<file path="config.mk">
export PLATFORM = sky130hd
export DESIGN_NAME = sgc_ctrl
export DESIGN_NICKNAME = d
export VERILOG_FILES = /design/src/rtl/sgc_pkg.sv /design/src/rtl/sgc_ctrl.sv
export SDC_FILE = /design/constraint.sdc
export NUM_CORES = 1
export LEC_CHECK = 0
export ABC_CLOCK_PERIOD_IN_PS = 1450
export BUFFER_PORTS_ARGS = -buffer_cell sky130_fd_sc_hd__buf_2
export CAP_MARGIN = 5
export CORE_AREA = 2 2 39 41
export CTS_CLUSTER_DIAMETER = 120
export DETAILED_ROUTE_END_ITERATION = 6
export DIE_AREA = 0 0 41 43
export MAX_ROUTING_LAYER = met4
export SYNTH_ARGS = -nofsm -noshare
export SYNTH_HDL_FRONTEND = slang
export SYNTH_SLANG_ARGS = --single-unit
</file>
<file path="constraint.sdc">
create_clock -name clk -period 1.45 [get_ports clk]
set_clock_uncertainty 0.1 [all_clocks]
set_input_delay 0.145 -clock clk [delete_from_list [all_inputs] [get_ports clk]]
set_output_delay 0.145 -clock clk [all_outputs]
set_load 0.01 [all_outputs]
</file>
<file path="src/rtl/sgc_pkg.sv">
// Shared types and constants for the sorted glyph cache.
// Used by the controller, the datapath, the top level and the port checker.
`default_nettype none

package sgc_pkg;

  localparam int KEY_W           = 21;
  localparam int IN_HANDLE_W     = 16;
  localparam int SLOT_W          = 8;
  localparam int IN_TDATA_W      = 40;
  localparam int OUT_TDATA_W     = 32;
  localparam int OUT_PAD_W       = 5;
  localparam int DEF_CACHE_DEPTH = 256;
  localparam int DEF_HANDLE_BITS = 16;

  typedef enum logic [2:0] {
    S_IDLE,
    S_FIRST,
    S_CMP,
    S_DECIDE,
    S_SHIFT,
    S_INSERT,
    S_EMIT
  } state_t;

  typedef struct packed {
    logic load;
    logic first_rd;
    logic narrow;
    logic set_hit;
    logic set_fail;
    logic set_full;
    logic set_load;
    logic shift_start;
    logic shift_step;
    logic insert;
    logic emit;
  } cmd_t;

  typedef struct packed {
    logic range_empty;
    logic key_eq;
    logic narrow_empty;
    logic load_ok;
    logic full;
    logic no_move;
    logic shift_last;
    logic out_free;
  } stat_t;

endpackage

`default_nettype wire

</file>
<file path="src/rtl/sgc_ctrl.sv">
// Controller of the sorted glyph cache: search, insert and result sequencing.
// Depends on sgc_pkg for the state, command and status types.
`default_nettype none

module sgc_ctrl (
  input  wire logic           clk,
  input  wire logic           rst_n,
  input  wire logic           in_tvalid,
  output logic                in_tready,
  input  wire sgc_pkg::stat_t st,
  output sgc_pkg::cmd_t       cmd
);
  import sgc_pkg::*;

  state_t state_r;
  state_t state_nxt;

  always_ff @(posedge clk) begin
    if (!rst_n) begin
      state_r <= S_IDLE;
    end else begin
      state_r <= state_nxt;
    end
  end

  always_comb begin
    state_nxt = state_r;
    cmd       = '0;
    in_tready = 1'b0;
    unique case (state_r)
      S_IDLE: begin
        in_tready = 1'b1;
        if (in_tvalid) begin
          cmd.load  = 1'b1;
          state_nxt = S_FIRST;
        end
      end
      S_FIRST: begin
        if (st.range_empty) begin
          state_nxt = S_DECIDE;
        end else begin
          cmd.first_rd = 1'b1;
          state_nxt    = S_CMP;
        end
      end
      S_CMP: begin
        if (st.key_eq) begin
          cmd.set_hit = 1'b1;
          state_nxt   = S_EMIT;
        end else begin
          cmd.narrow = 1'b1;
          if (st.narrow_empty) begin
            state_nxt = S_DECIDE;
          end
        end
      end
      S_DECIDE: begin
        priority if (!st.load_ok) begin
          cmd.set_fail = 1'b1;
          state_nxt    = S_EMIT;
        end else if (st.full) begin
          cmd.set_full = 1'b1;
          state_nxt    = S_EMIT;
        end else if (st.no_move) begin
          cmd.set_load = 1'b1;
          state_nxt    = S_INSERT;
        end else begin
          cmd.set_load    = 1'b1;
          cmd.shift_start = 1'b1;
          state_nxt       = S_SHIFT;
        end
      end
      S_SHIFT: begin
        cmd.shift_step = 1'b1;
        if (st.shift_last) begin
          state_nxt = S_INSERT;
        end
      end
      S_INSERT: begin
        cmd.insert = 1'b1;
        state_nxt  = S_EMIT;
      end
      S_EMIT: begin
        if (st.out_free) begin
          cmd.emit  = 1'b1;
          state_nxt = S_IDLE;
        end
      end
      default: begin
        state_nxt = S_IDLE;
      end
    endcase
  end

endmodule

`default_nettype wire

</file>
==> out/metrics.csv <==
stage,metric,value,unit
run_status,status,finished with violations,
run_status,failing checks,setup timing,
detailed_routing,DR vias,416,
synth,mapped cell area,315,µm²
synth,fraction of synthesized area in multiplexers,7.14,%
place,port buffer count,22,
cts,Clock Tree Root,clkbuf_4,
place,hpwl dp,649,µm
place,Placed Cells incl. Taps,76,
final_layout,Top Registers,state_r x3,
global_route,first-pass GRT wire length,1.46,mm
sta,setup ws final,-0.0131,ns
synth,main combinational cell family by area after synthesis,simple AND/OR/NAND/NOR gates,
synth,top cell type by total area after synthesis,dfxtp_1,
synth,Post-synth EDFFs,0,
detailed_routing,DR vias/cell,4.73,
synth,complex-gate fraction of the synthesized area,15.9,%
synth,synth cell count leaders,"3 x dfxtp_1, 3 x nand2_1, 3 x nor2_1, 3 x nor3b_1, 3 x o21ai_0",
synth,XOR/XNOR share of the synthesized area,0,%
detailed_routing,DRT Pass-1 Iters,4,
detailed_routing,total wire length,987,µm
synth,sequential share of the synthesized area,19.0,%
final_layout,ant diodes,0,
critical_path,critical path endpoint category,primary output,
cts,worst skew pair latency,0.24,ns
sta,Rel. slew slack,84.9,%
sta,minimum clock period,1.46,ns
pwr,pwr dens,908,nW/µm²
hold_path,hold path cells,3,
critical_path,crit path max fanout,5,
synth,Cells after Synth,38,
sta,Tcrit/Tclk final,101,%
global_route,Total GRT Usage,13.1,%
final_layout,Finished Layout Cells,88,
synth,share of the synthesized area in the top cell type,19.0,%
final_layout,post-layout util,41.7,%
synth,Netlist cell types,23,
final_layout,max reg flops,3,
global_route,grt total ovfl,0,
cts,# hold bufs at CTS,0,
cts,CTS tree,yes,
global_route,largest net degree at the start of global routing,15,
synth,simple-gate share of the synthesized area,50.0,%
floorplan,Die W,41,µm
detailed_routing,Final ANT Viol Nets,0,
global_route,vias in the first global route,372,
floorplan,I/O Pins,23,
sta,Final setup viols,1,
synth,Post-Syn Nets,49,
floorplan,Starting Density,22.8,%
sta,Slew Limit Fails,0,
cts,clk slew on worst S/H paths,0.04,ns
floorplan,die area,1760,µm²
flow_run,Max-Cap Viols,0,
final_layout,Top reg by flops,state_r,
floorplan,row cnt,14,
floorplan,Die Y,43,µm
synth,Yosys warnings,0,
detailed_routing,DRT iter0 DRCs,4,
final_layout,Seq. cell area,67.6,µm²
hold_path,hold crit path type,input port to register,
synth,Synth area leaders,"dfxtp_1 19%, mux4_2 7.1%, nor3b_1 7.1%",
synth,asr flop ratio synth,0,%
place,Final GP Congestion,0.699,
critical_path,startpoint types,register,
final_layout,area of the multi-input gates,259,µm²
sta,"Hold Violations, Final",0,
synth,Yosys reg bits,3,
critical_path,CP Data Required Time,1.21,ns
cts,CTS Buf Count,3,
critical_path,critical path type,register to primary output,
final_layout,NumNets Final,84,
detailed_routing,# DRC,0,
sta,fmax,0.684,GHz
pwr,leakage,0.309,nW
sta,RSZ-0062 raised after global routing,true,
final_layout,FILL cells,152,
critical_path,crit path DAT,1.22,ns
synth,synthesized area per cell,8.30,µm²
synth,Adder-Cell Fraction of Synth Area,0,%
sta,Worst Max-Slew Pin Slew,0.224,ns
cts,Longest Clk Path Bufs,2,
synth,"Top FF cell, synth",dfxtp_1,
final_layout,layout cells sized above 1,65.3,%
critical_path,R2R depth,4,
global_route,initial antenna violation count,0,
cts,clk sinks,3,
detailed_routing,Routed WL per cell,11.2,µm
pwr,Worst VDD drop,0.000339,V
cts,htree depth,1,
floorplan,Core ar.,1380,µm²
final_layout,Area Growth Syn to Fin,82.9,%
[worst max-delay path: stages (launching register included)]
cell      delay [ns]
dfxtp_4         0.35
nand3b_4        0.16
nor3b_4         0.19
nor2b_1         0.14
buf_2           0.13
[power breakdown]
group	internal, W	switching [W]	leakage [nW]	total [W]
logic	0.000138	0.000112	0.267	0.000250
registers	0.0000990	0.0000188	0.0262	0.000118
clock network	0.000104	0.0000520	0.0150	0.000156
total	0.000341	0.000183	0.309	0.000524
[repair_timing]
item | CTS | global route
pin swaps | 1 | 1
gates resized for setup | 5 | 7
buffers inserted | 3 | 5
setup endpoints to repair | 7 | 6
[worst paths after layout]
path	from	end	slack, ns
hold / removal	st[2]	state_r[0]	0.08
hold reg to reg	state_r[1]	state_r[2]	0.55
setup reg to reg	state_r[1]	state_r[0]	0.12
setup / recovery	state_r[2]	cmd[3]	-0.01
[final cells by class]
type | instances | area share, %
clock buffer | 4 | 4.56
inverter | 1 | 0.651
multi-input combinational | 31 | 44.9
sequential | 3 | 11.7
tap | 16 | 3.47
timing repair buffer | 33 | 34.7
[kinds of logic after synthesis]
| family | count (synthesis) |
|---|---|
| and+or+nand+nor | 22 |
| AOI/OAI and AO/OA | 8 |
| buffers and inverters | 4 |
| DFF | 3 |
| muxes | 1 |
[per-layer routing]
layer | up-vias | part of all wire [%] | GRT usage (%)
met2 | 22 | 47 | 18.8
li1 | 206 | - | -
met4 | 0 | 3.5 | 12.0
met5 | - | 0 | -
met3 | 4 | 11 | 3.66
met1 | 184 | 38 | 13.6
[layout by cell type, fill, tap and decap left out]
cell type  instances
buf_2             22
buf_4              9
nand2_1            3
nor2_1             3
o21ai_0            3
clkbuf_4           3
and3b_1            2
nor3b_2            2
a21oi_1            2
buf_6              2
dfxtp_4            2
nor3b_1            1
nor2b_4            1
nor3_2             1
nand3b_4           1
nor3b_4            1
nor2b_1            1
nor4b_2            1
and2_1             1
nor3_1             1
nand2b_1           1
nand4_1            1
or2_0              1
mux4_2             1
a21boi_0           1
inv_1              1
a31oi_1            1
o221a_2            1
clkbuf_1           1
dfxtp_1            1
[through the flow]
| step | setup TNS, ns | power (W) | setup slack (ns) | hold slack [ns] | instance area (µm²) |
|---|---|---|---|---|---|
| 6_report | -0.0131 | 0.000524 | -0.0131 | 0.0762 | 577 |
| 2_1_floorplan | 0 | 0.000241 | 0.120 | 0.192 | 315 |
| 3_3_place_gp | 0 | 0.000305 | 0.110 | 0.331 | 447 |
| 4_1_cts | -0.0950 | 0.000477 | -0.0294 | 0.0788 | 508 |
| 5_1_grt | -0.0907 | 0.000559 | -0.0587 | 0.0812 | 577 |
| 3_5_place_dp | 0 | 0.000307 | 0.106 | 0.330 | 447 |
Power figures use the tool's default switching activity.
